===== src/sv/utcl_pkg.sv =====
// ----------------------------------------------------------------------------
// utcl_pkg: shared types and constants of the local time converter
// Calendar record, configuration register indexes, the constants of the
// date split and the small month and weekday tables.
// ----------------------------------------------------------------------------
package utcl_pkg;

  // Broken-down calendar date and time of one timestamp.
  typedef struct packed {
    logic [11:0] year;
    logic [3:0]  month;
    logic [4:0]  day;
    logic [4:0]  hour;
    logic [5:0]  minute;
    logic [5:0]  second;
  } date_t;

  // Configuration register indexes.
  typedef enum logic [2:0] {
    CFG_ZONE_OFFSET     = 3'd0,
    CFG_DST_ENABLE      = 3'd1,
    CFG_DST_START_MONTH = 3'd2,
    CFG_DST_STOP_MONTH  = 3'd3,
    CFG_DST_SHIFT       = 3'd4
  } cfg_idx_e;

  localparam int unsigned CFG_IDX_W  = 3;
  localparam int unsigned CFG_DATA_W = 17;

  // Register reset values.
  localparam logic [16:0] ZONE_OFFSET_RST = 17'd0;
  localparam logic [3:0]  START_MONTH_RST = 4'd3;
  localparam logic [3:0]  STOP_MONTH_RST  = 4'd10;
  localparam logic [12:0] DST_SHIFT_RST   = 13'd3600;

  // Pipeline depths of the date split and the boundary lanes.
  localparam int unsigned SPLIT_LAT = 10;
  localparam int unsigned BND_LAT   = 4;

  // Time constants.
  localparam logic [16:0] SEC_PER_DAY  = 17'd86400;
  localparam logic [11:0] SEC_PER_HOUR = 12'd3600;
  localparam logic [5:0]  SEC_PER_MIN  = 6'd60;

  // Reciprocals scaled so that the estimate is exact or one too low.
  localparam logic [15:0] DAY_RECIP  = 16'd49710; // 2^32 / 86400
  localparam logic [10:0] HOUR_RECIP = 11'd1165;  // 2^22 / 3600
  localparam logic [6:0]  MIN_RECIP  = 7'd68;     // 2^12 / 60
  localparam logic [5:0]  QUAD_RECIP = 6'd44;     // 2^16 / 1461
  localparam logic [5:0]  WEEK_RECIP = 6'd36;     // 2^8 / 7

  // Four-year cycles counted from 1968-03-01, with one day added from
  // 2100-03-01 onwards so that the skipped leap day of 2100 is honoured.
  localparam logic [10:0] DAYS_PER_QUAD = 11'd1461;
  localparam logic [15:0] EPOCH_SHIFT   = 16'd671;
  localparam logic [15:0] DAY_2100_MAR1 = 16'd47541;
  localparam logic [11:0] BASE_YEAR     = 12'd1968;
  localparam logic [11:0] YEAR_2100     = 12'd2100;
  localparam logic [11:0] YEAR_LOW      = 12'd2000;
  localparam logic [11:0] YEAR_HIGH     = 12'd2099;

  // Day within a March-based year on which each month begins.
  function automatic logic [8:0] mon_start(input logic [3:0] mp);
    logic [8:0] res;
    unique case (mp)
      4'd0:    res = 9'd0;
      4'd1:    res = 9'd31;
      4'd2:    res = 9'd61;
      4'd3:    res = 9'd92;
      4'd4:    res = 9'd122;
      4'd5:    res = 9'd153;
      4'd6:    res = 9'd184;
      4'd7:    res = 9'd214;
      4'd8:    res = 9'd245;
      4'd9:    res = 9'd275;
      4'd10:   res = 9'd306;
      4'd11:   res = 9'd337;
      default: res = 9'd0;
    endcase
    return res;
  endfunction

  // Month term of the weekday formula, month given as 1 to 12.
  function automatic logic [2:0] sak_tab(input logic [3:0] m);
    logic [2:0] res;
    unique case (m)
      4'd1:    res = 3'd0;
      4'd2:    res = 3'd3;
      4'd3:    res = 3'd2;
      4'd4:    res = 3'd5;
      4'd5:    res = 3'd0;
      4'd6:    res = 3'd3;
      4'd7:    res = 3'd5;
      4'd8:    res = 3'd1;
      4'd9:    res = 3'd4;
      4'd10:   res = 3'd6;
      4'd11:   res = 3'd2;
      4'd12:   res = 3'd4;
      default: res = 3'd0;
    endcase
    return res;
  endfunction

endpackage


===== src/sv/utc_to_local_time_with_dst_top.sv =====
// ----------------------------------------------------------------------------
// utc_to_local_time_with_dst_top: UTC seconds to local calendar time
// Throughput: one conversion per cycle; busy never rises.
// The path runs through the input register, the ten-stage date split, the four
// stages that build the last-Sunday boundaries and one result stage.
// Reset clears all valid bits and loads the register reset values.
// ----------------------------------------------------------------------------
module utc_to_local_time_with_dst_top (
  input  logic                            clk_i,
  input  logic                            rst_ni,
  // Command channel.
  input  logic                            start,
  output logic                            busy,
  input  logic [31:0]                     utc_seconds_i,
  // Result channel.
  output logic                            done_o,
  output logic [31:0]                     local_seconds_o,
  output logic [11:0]                     year_out_o,
  output logic [3:0]                      month_out_o,
  output logic [4:0]                      day_out_o,
  output logic [4:0]                      hour_out_o,
  output logic [5:0]                      minute_out_o,
  output logic [5:0]                      second_out_o,
  output logic                            dst_applied_o,
  output logic                            out_of_range_o,
  // Configuration write port.
  input  logic                            wr_en_i,
  input  logic [utcl_pkg::CFG_IDX_W-1:0]  wr_idx_i,
  input  logic [utcl_pkg::CFG_DATA_W-1:0] wr_data_i
);
  import utcl_pkg::*;

  localparam int unsigned SIDE_LEN = SPLIT_LAT + BND_LAT;

  // Timestamps carried alongside the date split and boundary stages.
  typedef struct packed {
    logic [31:0] utc;
    logic [31:0] loc;
    logic [31:0] loc2;
  } side_t;

  // Configuration registers.
  logic [16:0] zone_offset_q;
  logic        dst_enable_q;
  logic [3:0]  dst_start_month_q;
  logic [3:0]  dst_stop_month_q;
  logic [12:0] dst_shift_q;

  // Input stage.
  logic        in_vld_q;
  logic [31:0] in_utc_q, in_loc_q, in_loc2_q;
  logic [31:0] loc_d, loc2_d;
  logic        accept;

  // Split outputs.
  logic  base_vld, dst_vld;
  date_t base_date, dst_date;

  // Side line and date delay line.
  logic [SIDE_LEN-1:0] side_vld_q;
  side_t               side_q [SIDE_LEN];
  date_t               base_dly_q [BND_LAT];
  date_t               dst_dly_q [BND_LAT];

  // Boundary lanes: index 0 is the start month, index 1 the stop month.
  logic [3:0]  lane_mon [2];
  logic [15:0] msd_d [2];
  logic [7:0]  sw_d [2];
  logic [15:0] b1_msd_q [2];
  logic [7:0]  b1_sw_q [2];
  logic [15:0] b2_msd_q [2];
  logic [7:0]  b2_sw_q [2];
  logic [4:0]  b2_q_q [2];
  logic [15:0] b3_dd_q [2];
  logic [32:0] bnd_q [2];
  logic [13:0] wq_prod [2];
  logic [3:0]  w_raw [2];
  logic [2:0]  w_d [2];
  logic [15:0] dd_d [2];
  logic [32:0] bnd_d [2];

  // Result stage.
  logic  months_ok, in_window, applied;
  side_t last_side;
  date_t sel_date;
  logic  done_q;
  logic [31:0] local_q;
  date_t out_date_q;
  logic  applied_q, oor_q;

  // Configuration writes; unknown indexes are ignored.
  always_ff @(posedge clk_i or negedge rst_ni) begin
    if (!rst_ni) begin
      zone_offset_q     <= ZONE_OFFSET_RST;
      dst_enable_q      <= 1'b0;
      dst_start_month_q <= START_MONTH_RST;
      dst_stop_month_q  <= STOP_MONTH_RST;
      dst_shift_q       <= DST_SHIFT_RST;
    end else if (wr_en_i) begin
      unique case (cfg_idx_e'(wr_idx_i))
        CFG_ZONE_OFFSET:     zone_offset_q     <= wr_data_i[16:0];
        CFG_DST_ENABLE:      dst_enable_q      <= wr_data_i[0];
        CFG_DST_START_MONTH: dst_start_month_q <= wr_data_i[3:0];
        CFG_DST_STOP_MONTH:  dst_stop_month_q  <= wr_data_i[3:0];
        CFG_DST_SHIFT:       dst_shift_q       <= wr_data_i[12:0];
        default: ;
      endcase
    end
  end

  // Every cycle is free to take a command.
  assign busy   = 1'b0;
  assign accept = start && !busy;

  // Local time with and without the shift; both wrap modulo 2^32.
  always_comb begin
    loc_d  = utc_seconds_i + {{15{zone_offset_q[16]}}, zone_offset_q};
    loc2_d = loc_d + {19'd0, dst_shift_q};
  end

  always_ff @(posedge clk_i or negedge rst_ni) begin
    if (!rst_ni) begin
      in_vld_q <= 1'b0;
    end else begin
      in_vld_q <= accept;
    end
  end

  always_ff @(posedge clk_i) begin
    if (accept) begin
      in_utc_q  <= utc_seconds_i;
      in_loc_q  <= loc_d;
      in_loc2_q <= loc2_d;
    end
  end

  // Both candidate local times are split in parallel.
  utcl_split u_split_base (
    .clk_i   (clk_i),
    .rst_ni  (rst_ni),
    .valid_i (in_vld_q),
    .time_i  (in_loc_q),
    .valid_o (base_vld),
    .date_o  (base_date)
  );

  utcl_split u_split_dst (
    .clk_i   (clk_i),
    .rst_ni  (rst_ni),
    .valid_i (in_vld_q),
    .time_i  (in_loc2_q),
    .valid_o (dst_vld),
    .date_o  (dst_date)
  );

  // Side line valid bits.
  always_ff @(posedge clk_i or negedge rst_ni) begin
    if (!rst_ni) begin
      side_vld_q <= '0;
    end else begin
      side_vld_q <= {side_vld_q[SIDE_LEN-2:0], in_vld_q};
    end
  end

  // Side line and date delay payload.
  always_ff @(posedge clk_i) begin
    side_q[0] <= '{utc: in_utc_q, loc: in_loc_q, loc2: in_loc2_q};
    for (int i = 1; i < SIDE_LEN; i++) begin
      side_q[i] <= side_q[i-1];
    end
    base_dly_q[0] <= base_date;
    dst_dly_q[0]  <= dst_date;
    for (int i = 1; i < BND_LAT; i++) begin
      base_dly_q[i] <= base_dly_q[i-1];
      dst_dly_q[i]  <= dst_dly_q[i-1];
    end
  end

  // First boundary stage: days to the first of the month and the weekday sum.
  always_comb begin
    lane_mon[0] = dst_start_month_q;
    lane_mon[1] = dst_stop_month_q;
    for (int k = 0; k < 2; k++) begin
      logic        le2;
      logic [11:0] yy;
      logic [7:0]  n;
      logic        ge;
      logic [3:0]  mp;
      logic [16:0] msd_w;
      le2   = (lane_mon[k] <= 4'd2);
      yy    = base_date.year - 12'(le2);
      n     = 8'(yy - BASE_YEAR);
      ge    = (yy >= YEAR_2100);
      mp    = le2 ? lane_mon[k] + 4'd9 : lane_mon[k] - 4'd3;
      msd_w = 17'(n) * 17'd365 + 17'(n[7:2]) + 17'(mon_start(mp))
            - 17'(EPOCH_SHIFT) - 17'(ge);
      msd_d[k] = msd_w[15:0];
      sw_d[k]  = n + 8'(n[7:2]) + 8'(sak_tab(lane_mon[k])) + 8'd12 - 8'(ge);
    end
  end

  // Remaining boundary stages: weekday modulo seven, last Sunday, 01:00.
  always_comb begin
    for (int k = 0; k < 2; k++) begin
      wq_prod[k] = 14'(b1_sw_q[k]) * 14'(WEEK_RECIP);
      w_raw[k]   = 4'(b2_sw_q[k] - 8'(8'd7 * 8'(b2_q_q[k])));
      w_d[k]     = (w_raw[k] >= 4'd7) ? 3'(w_raw[k] - 4'd7) : w_raw[k][2:0];
      dd_d[k]    = b2_msd_q[k] + 16'd30 - 16'(w_d[k]);
      bnd_d[k]   = 33'(b3_dd_q[k]) * 33'(SEC_PER_DAY) + 33'(SEC_PER_HOUR);
    end
  end

  always_ff @(posedge clk_i) begin
    for (int k = 0; k < 2; k++) begin
      b1_msd_q[k] <= msd_d[k];
      b1_sw_q[k]  <= sw_d[k];
      b2_msd_q[k] <= b1_msd_q[k];
      b2_sw_q[k]  <= b1_sw_q[k];
      b2_q_q[k]   <= wq_prod[k][12:8];
      b3_dd_q[k]  <= dd_d[k];
      bnd_q[k]    <= bnd_d[k];
    end
  end

  // Window test on the UTC input, boundaries included, and result select.
  always_comb begin
    last_side = side_q[SIDE_LEN-1];
    months_ok = dst_start_month_q >= 4'd1 && dst_start_month_q <= 4'd12 &&
                dst_stop_month_q >= 4'd1 && dst_stop_month_q <= 4'd12;
    in_window = ({1'b0, last_side.utc} >= bnd_q[0]) &&
                ({1'b0, last_side.utc} <= bnd_q[1]);
    applied   = dst_enable_q && months_ok && in_window;
    sel_date  = applied ? dst_dly_q[BND_LAT-1] : base_dly_q[BND_LAT-1];
  end

  // Result strobe.
  always_ff @(posedge clk_i or negedge rst_ni) begin
    if (!rst_ni) begin
      done_q <= 1'b0;
    end else begin
      done_q <= side_vld_q[SIDE_LEN-1];
    end
  end

  // Result payload.
  always_ff @(posedge clk_i) begin
    local_q    <= applied ? last_side.loc2 : last_side.loc;
    out_date_q <= sel_date;
    applied_q  <= applied;
    oor_q      <= (sel_date.year < YEAR_LOW) || (sel_date.year > YEAR_HIGH);
  end

  assign done_o          = done_q;
  assign local_seconds_o = local_q;
  assign year_out_o      = out_date_q.year;
  assign month_out_o     = out_date_q.month;
  assign day_out_o       = out_date_q.day;
  assign hour_out_o      = out_date_q.hour;
  assign minute_out_o    = out_date_q.minute;
  assign second_out_o    = out_date_q.second;
  assign dst_applied_o   = applied_q;
  assign out_of_range_o  = oor_q;

  // The split outputs must line up with the side line that carries them.
  a_split_align : assert property (@(posedge clk_i) disable iff (!rst_ni)
    base_vld == side_vld_q[SPLIT_LAT-1])
    else $error("date split out of step with the side line");

  a_split_pair : assert property (@(posedge clk_i) disable iff (!rst_ni)
    base_vld == dst_vld)
    else $error("the two date splits are out of step");

  // A shift is only added when the window was not empty.
  a_window_order : assert property (@(posedge clk_i) disable iff (!rst_ni)
    (done_o && dst_applied_o) |-> ($past(bnd_q[0]) <= $past(bnd_q[1])))
    else $error("shift applied with an empty daylight saving window");

endmodule


===== src/sv/utcl_split.sv =====
// ----------------------------------------------------------------------------
// utcl_split: pipelined split of unix seconds into a calendar date
// Ten register stages: day and second of day, then hour, minute and second
// alongside four-year cycle, year in cycle, month and day of month.
// ----------------------------------------------------------------------------
module utcl_split (
  input  logic              clk_i,
  input  logic              rst_ni,
  input  logic              valid_i,
  input  logic [31:0]       time_i,
  output logic              valid_o,
  output utcl_pkg::date_t   date_o
);
  import utcl_pkg::*;

  // Valid bits travelling with the stages.
  logic [SPLIT_LAT-1:0] vld_q;

  // Stage registers.
  logic [17:0] s1_t_q;
  logic [15:0] s1_dq_q;
  logic [17:0] s2_t_q, s2_p_q;
  logic [15:0] s2_dq_q;
  logic [15:0] s3_days_q;
  logic [16:0] s3_rem_q;
  logic [15:0] s4_e_q;
  logic [16:0] s4_rem_q;
  logic [4:0]  s4_hq_q;
  logic [15:0] s5_e_q;
  logic [5:0]  s5_ce_q;
  logic [16:0] s5_rem_q, s5_hp_q;
  logic [4:0]  s5_hq_q;
  logic [15:0] s6_e_q, s6_cp_q;
  logic [5:0]  s6_ce_q;
  logic [4:0]  s6_hh_q;
  logic [11:0] s6_r2_q;
  logic [5:0]  s7_cyc_q, s7_mq_q;
  logic [10:0] s7_r_q;
  logic [4:0]  s7_hh_q;
  logic [11:0] s7_r2_q;
  logic [5:0]  s8_cyc_q, s8_mq_q;
  logic [1:0]  s8_yoe_q;
  logic [8:0]  s8_doy_q;
  logic [4:0]  s8_hh_q;
  logic [11:0] s8_r2_q, s8_mp60_q;
  logic [5:0]  s9_cyc_q;
  logic [1:0]  s9_yoe_q;
  logic [3:0]  s9_mp_q;
  logic [4:0]  s9_dom_q, s9_hh_q;
  logic [5:0]  s9_mm_q, s9_ss_q;
  date_t       date_q;

  // Combinational values of each stage.
  logic [47:0] dq_prod;
  logic [33:0] p_prod;
  logic [17:0] rr;
  logic [15:0] days_d;
  logic [16:0] rem_d;
  logic [15:0] e_d;
  logic [27:0] hq_prod;
  logic [21:0] ce_prod;
  logic [16:0] hp_d;
  logic [16:0] cp_prod;
  logic [12:0] tr;
  logic [4:0]  hh_d;
  logic [11:0] r2_d;
  logic [11:0] er;
  logic [5:0]  cyc_d;
  logic [10:0] r_d;
  logic [18:0] mq_prod;
  logic [1:0]  yoe_d;
  logic [8:0]  doy_d;
  logic [11:0] mp60_d;
  logic [3:0]  mp_d;
  logic [4:0]  dom_d;
  logic [6:0]  sr;
  logic [5:0]  mm_d, ss_d;
  logic [3:0]  month_d;
  logic [11:0] year_d;

  // Day estimate from the reciprocal, and its product back into seconds.
  always_comb begin
    dq_prod = {16'd0, time_i} * 48'(DAY_RECIP);
    p_prod  = 34'(s1_dq_q) * 34'(SEC_PER_DAY);
  end

  // Correct the day count and find the second of day.
  always_comb begin
    rr = s2_t_q - s2_p_q;
    if (rr >= 18'(SEC_PER_DAY)) begin
      days_d = s2_dq_q + 16'd1;
      rem_d  = 17'(rr - 18'(SEC_PER_DAY));
    end else begin
      days_d = s2_dq_q;
      rem_d  = rr[16:0];
    end
  end

  // Shift to the four-year epoch and estimate the hour.
  always_comb begin
    e_d     = s3_days_q + EPOCH_SHIFT + 16'(s3_days_q >= DAY_2100_MAR1);
    hq_prod = 28'(s3_rem_q) * 28'(HOUR_RECIP);
  end

  // Cycle estimate and the seconds covered by the hour estimate.
  always_comb begin
    ce_prod = 22'(s4_e_q) * 22'(QUAD_RECIP);
    hp_d    = 17'(s4_hq_q) * 17'(SEC_PER_HOUR);
  end

  // Cycle product; correct the hour and keep the second of hour.
  always_comb begin
    cp_prod = 17'(s5_ce_q) * 17'(DAYS_PER_QUAD);
    tr      = 13'(s5_rem_q - s5_hp_q);
    if (tr >= 13'(SEC_PER_HOUR)) begin
      hh_d = s5_hq_q + 5'd1;
      r2_d = 12'(tr - 13'(SEC_PER_HOUR));
    end else begin
      hh_d = s5_hq_q;
      r2_d = tr[11:0];
    end
  end

  // Correct the cycle and estimate the minute.
  always_comb begin
    er      = 12'(s6_e_q - s6_cp_q);
    mq_prod = 19'(s6_r2_q) * 19'(MIN_RECIP);
    if (er >= 12'(DAYS_PER_QUAD)) begin
      cyc_d = s6_ce_q + 6'd1;
      r_d   = 11'(er - 12'(DAYS_PER_QUAD));
    end else begin
      cyc_d = s6_ce_q;
      r_d   = er[10:0];
    end
  end

  // Year within the cycle; the last day of a cycle stays in its fourth year.
  always_comb begin
    if (s7_r_q >= 11'd1095) begin
      yoe_d = 2'd3;
    end else if (s7_r_q >= 11'd730) begin
      yoe_d = 2'd2;
    end else if (s7_r_q >= 11'd365) begin
      yoe_d = 2'd1;
    end else begin
      yoe_d = 2'd0;
    end
    doy_d  = 9'(s7_r_q - 11'(11'd365 * 11'(yoe_d)));
    mp60_d = 12'(s7_mq_q) * 12'(SEC_PER_MIN);
  end

  // Month of the March-based year, day of month, and minute correction.
  always_comb begin
    mp_d = 4'd0;
    for (int i = 1; i < 12; i++) begin
      if (s8_doy_q >= mon_start(4'(i))) begin
        mp_d = mp_d + 4'd1;
      end
    end
    dom_d = 5'(s8_doy_q - mon_start(mp_d));
    sr    = 7'(s8_r2_q - s8_mp60_q);
    if (sr >= 7'(SEC_PER_MIN)) begin
      mm_d = s8_mq_q + 6'd1;
      ss_d = 6'(sr - 7'(SEC_PER_MIN));
    end else begin
      mm_d = s8_mq_q;
      ss_d = sr[5:0];
    end
  end

  // Calendar month and year; January and February belong to the next year.
  always_comb begin
    month_d = (s9_mp_q < 4'd10) ? s9_mp_q + 4'd3 : s9_mp_q - 4'd9;
    year_d  = BASE_YEAR + 12'({s9_cyc_q, 2'b00}) + 12'(s9_yoe_q)
            + 12'(month_d <= 4'd2);
  end

  // Valid bits.
  always_ff @(posedge clk_i or negedge rst_ni) begin
    if (!rst_ni) begin
      vld_q <= '0;
    end else begin
      vld_q <= {vld_q[SPLIT_LAT-2:0], valid_i};
    end
  end

  // Payload stages.
  always_ff @(posedge clk_i) begin
    s1_t_q    <= time_i[17:0];
    s1_dq_q   <= dq_prod[47:32];
    s2_t_q    <= s1_t_q;
    s2_dq_q   <= s1_dq_q;
    s2_p_q    <= p_prod[17:0];
    s3_days_q <= days_d;
    s3_rem_q  <= rem_d;
    s4_e_q    <= e_d;
    s4_rem_q  <= s3_rem_q;
    s4_hq_q   <= hq_prod[26:22];
    s5_e_q    <= s4_e_q;
    s5_ce_q   <= ce_prod[21:16];
    s5_rem_q  <= s4_rem_q;
    s5_hq_q   <= s4_hq_q;
    s5_hp_q   <= hp_d;
    s6_e_q    <= s5_e_q;
    s6_ce_q   <= s5_ce_q;
    s6_cp_q   <= cp_prod[15:0];
    s6_hh_q   <= hh_d;
    s6_r2_q   <= r2_d;
    s7_cyc_q  <= cyc_d;
    s7_r_q    <= r_d;
    s7_hh_q   <= s6_hh_q;
    s7_r2_q   <= s6_r2_q;
    s7_mq_q   <= mq_prod[17:12];
    s8_cyc_q  <= s7_cyc_q;
    s8_yoe_q  <= yoe_d;
    s8_doy_q  <= doy_d;
    s8_hh_q   <= s7_hh_q;
    s8_r2_q   <= s7_r2_q;
    s8_mq_q   <= s7_mq_q;
    s8_mp60_q <= mp60_d;
    s9_cyc_q  <= s8_cyc_q;
    s9_yoe_q  <= s8_yoe_q;
    s9_mp_q   <= mp_d;
    s9_dom_q  <= dom_d;
    s9_hh_q   <= s8_hh_q;
    s9_mm_q   <= mm_d;
    s9_ss_q   <= ss_d;
    date_q.year   <= year_d;
    date_q.month  <= month_d;
    date_q.day    <= s9_dom_q + 5'd1;
    date_q.hour   <= s9_hh_q;
    date_q.minute <= s9_mm_q;
    date_q.second <= s9_ss_q;
  end

  assign valid_o = vld_q[SPLIT_LAT-1];
  assign date_o  = date_q;

  // The estimate corrections must leave every time field in range.
  a_time_range : assert property (@(posedge clk_i) disable iff (!rst_ni)
    valid_o |-> (date_o.hour < 5'd24 && date_o.minute < 6'd60 && date_o.second < 6'd60))
    else $error("split produced a time field out of range");

  a_month_range : assert property (@(posedge clk_i) disable iff (!rst_ni)
    valid_o |-> (date_o.month >= 4'd1 && date_o.month <= 4'd12))
    else $error("split produced a month out of range");

  a_day_range : assert property (@(posedge clk_i) disable iff (!rst_ni)
    valid_o |-> (date_o.day >= 5'd1 && date_o.day <= 5'd31 &&
                 date_o.year >= 12'd1970 && date_o.year <= 12'd2106))
    else $error("split produced a day or year out of range");

endmodule

===== config.mk =====
export PLATFORM = sky130hd
export DESIGN_NAME = utc_to_local_time_with_dst_top
export DESIGN_NICKNAME = d
export VERILOG_FILES = /design/src/sv/utcl_pkg.sv /design/src/sv/utc_to_local_time_with_dst_top.sv /design/src/sv/utcl_split.sv
export SDC_FILE = /design/constraint.sdc
export NUM_CORES = 2
export LEC_CHECK = 0
export BUFFER_PORTS_ARGS = -buffer_cell sky130_fd_sc_hd__buf_2
export CAP_MARGIN = 20
export CORE_UTILIZATION = 55
export DETAILED_ROUTE_END_ITERATION = 8
export PLACE_DENSITY_LB_ADDON = 0.1
export SKIP_LAST_GASP = 1
export SLEW_MARGIN = 20
export SYNTH_ARGS = -nofsm -noshare
export SYNTH_HDL_FRONTEND = slang
export SYNTH_SLANG_ARGS = --single-unit

===== constraint.sdc =====
create_clock -name clk_i -period 20.9 [get_ports clk_i]
set_input_delay 3.135 -clock clk_i [delete_from_list [all_inputs] [get_ports clk_i]]
set_output_delay 3.135 -clock clk_i [all_outputs]
set_load 0.03 [all_outputs]

==> results.toml <==
[floorplanning]
die_area_um2 = 202000
rows = 164
start_util = 0.553
num_io_pins = 130
die_h_um = 450
fp.dieW_um = 450
core_area_um2 = 200000

[clocking]
numCtsBuffers = 276
cts_max_level = 5
cts.path.max_buffers = 4
path_clk_slew_ns = 0.06
post_cts.repair.setup_buffers = 0
cts_tree = "built"
clkSinkCount = 2637
root_buffer = "clkbuf_16"
cts_resized = 0
cts_hold_buffers = 0
insertion_delay_ns = 0.93

[logic_synthesis]
synth_warnings = 0
yosysMostFrequentCell = "dfxtp_1"
synthArstFlopShare = 0.0209
syn-num-nets = 11400
ys.flop_type = "dfxtp_1"
ys_ff_latch = 2637
yosysTopAreaCellShare = 0.451
synthTopCellsByArea = "dfxtp_1, ha_1, fa_1"
syn-cell-area_um2 = 110000
netlist_top_cells_count = "dfxtp_1, inv_1, ha_1"
ys_types = 109
synth_edf_count = 96
synth_seq_area_share = 0.490
syn_inst = 9286
yosys.area.top_type = "dfxtp_1"
syn_area_per_cell_um2 = 11.9

[critical_path]
start_kind = "flop"
slowest_stage = "dfxtp_1"
end_kind = "flop"
path_buf_inv = 5
critPathArrivalTime_ns = 10.49
required_ns = 21.66
cpMostUsedCell = "ha_1"
max_stage_delay_ns = 0.49
crit_path_max_fanout = 15
worstSetupPathType = "flop to flop"
cp_top_family = "adder cells"

[sta]
rsz0062_at_grt = "no"
final.period_utilization = 0.466
fmax_ghz = 0.103
hold_viol_final = 0
slew_violations = 0
setup_viol = 0
tns_ns = 0
fin_skew_ns = 0.0852
post-route-min-period_ns = 9.73
maxSlewHeadroom = 0.314
tightest_slew_ns = 1.03

[routing]
drcViolationCount = 0
drt_first_pass_iters = 5
drt_wl_total_um = 200000
vias_per_cell = 4.93
vias = 61600
wire_per_inst_um = 16.0
ant_nets = 0
drtIter0Drc = 2365

[finish]
layout-drive-gt1-share = 0.0771
nNetsFinal = 11800
fin_cells = 12500
syn_to_final_growth_pct = 11.9
nFillCells = 15700

[flow_run]
max_cap_viol_count = 0

[place]
io_buffers = 128
dp_cells = 12000
gp_congestion = 0.865
dpl.hpwl_um = 155000

[hold_path]
hold_class = "flop to flop"

[grt]
grt_max_degree = 56
gr-total-overflow = 0
gr-usage-all-layers = 0.203
grt_pass1_wl_um = 331000
first_global_vias = 64300
antenna_found_initial = 10

[run_status]
status = "completed"
[flip-flops by register name, indices dropped and copies added (netlist names), 32 cells and up]
name                 flops
bnd_q                   52
b3_dd_q                 32
dst_dly_q              152
in_loc_q                32
local_seconds_o         32
b2_msd_q                32
u_split_dst.date_o      38
in_utc_q                32
b1_msd_q                32
u_split_base.date_o     38
base_dly_q             152
in_loc2_q               32
side_q                1186
[cells by family (layout without fill, tap and decap cells)]
logic type | Yosys count | count (layout) | synth area share
XOR/XNOR | 616 | 616 | 0.0503
multiplexers | 151 | 151 | 0.0152
buffers and inverters | 1611 | 2170 | 0.0551
other | 1 | 5 | 0.0000340
AND/OR/NAND/NOR | 1116 | 1116 | 0.0507
AO/OA/AOI/OAI | 1055 | 1055 | 0.0632
flip-flops | 2637 | 2637 | 0.490
adder cells (fa/ha/maj) | 2099 | 2099 | 0.276
[path summary, 6_finish.rpt]
check / from / to / slack, ns / depth (start not counted)
worst max register to register: u_split_dst.s8_doy_q[8] / u_split_dst.s9_dom_q[4] / 11.17 / 44
max in group asynchronous: rst_ni / done_o / 17.83 / 1
min in group asynchronous: rst_ni / zone_offset_q[0] / 2.38 / 1
worst max-delay path: u_split_dst.s8_doy_q[8] / u_split_dst.s9_dom_q[4] / 11.17 / 44
worst min register to register: side_q[1][431] / side_q[1][527] / 0.27 / 0
worst min-delay path: side_q[1][431] / side_q[1][527] / 0.27 / 0
[metrics by stage]
stage	hold slack, ns	worst slack, ns	area [um2]	utilization
2_1_floorplan	0.310	12.40	110000	-
3_3_place_gp	0.310	11.13	114000	0.572
3_5_place_dp	0.312	11.22	114000	0.572
4_1_cts	0.270	11.15	124000	0.619
5_1_grt	0.279	10.18	124000	0.619
6_report	0.272	11.17	124000	0.619
[per-layer routing]
metal	wire, um	global-route usage	vias to the layer above
met5	0	0	-
met4	5110	0.0584	0
met3	6950	0.0326	318
met2	95200	0.345	797
met1	92500	0.266	29300
li1	-	-	31200
[final cells by class]
type	count	area, um2	share of cell area
well taps	2656	3320	0.0269
diodes	4	10.0	0.0000810
multi-input cells	5038	50300	0.407
clock buffers	384	7990	0.0647
flip-flops and latches	2637	54000	0.437
inverters	1554	5830	0.0472
clock inverters	87	1280	0.0104
repair buffers	145	773	0.00626
[cell usage in the layout, fill, tap and decap left out, types with 33 or more instances in the layout]
cell type,instances
buf_2,126
o21a_1,77
nor2_1,265
o211ai_1,38
clkbuf_16,283
inv_1,1552
a21o_1,123
edfxtp_1,96
clkbuf_8,53
xor2_1,186
a21oi_1,277
nor3_1,90
xnor2_1,417
dfxtp_1,2486
o21bai_1,53
nand3_1,100
a21boi_0,35
ha_1,1541
dfrtp_1,47
nand4_1,55
nor2b_1,55
mux2_2,123
fa_1,558
clkbuf_1,48
nand2b_1,70
nand2_1,257
o21ai_0,188
and3_1,40
a31oi_1,33
Power is left out: the tool's default activity adds up to more than one toggle a clock period on the data nets, which glitch-free logic cannot reach.
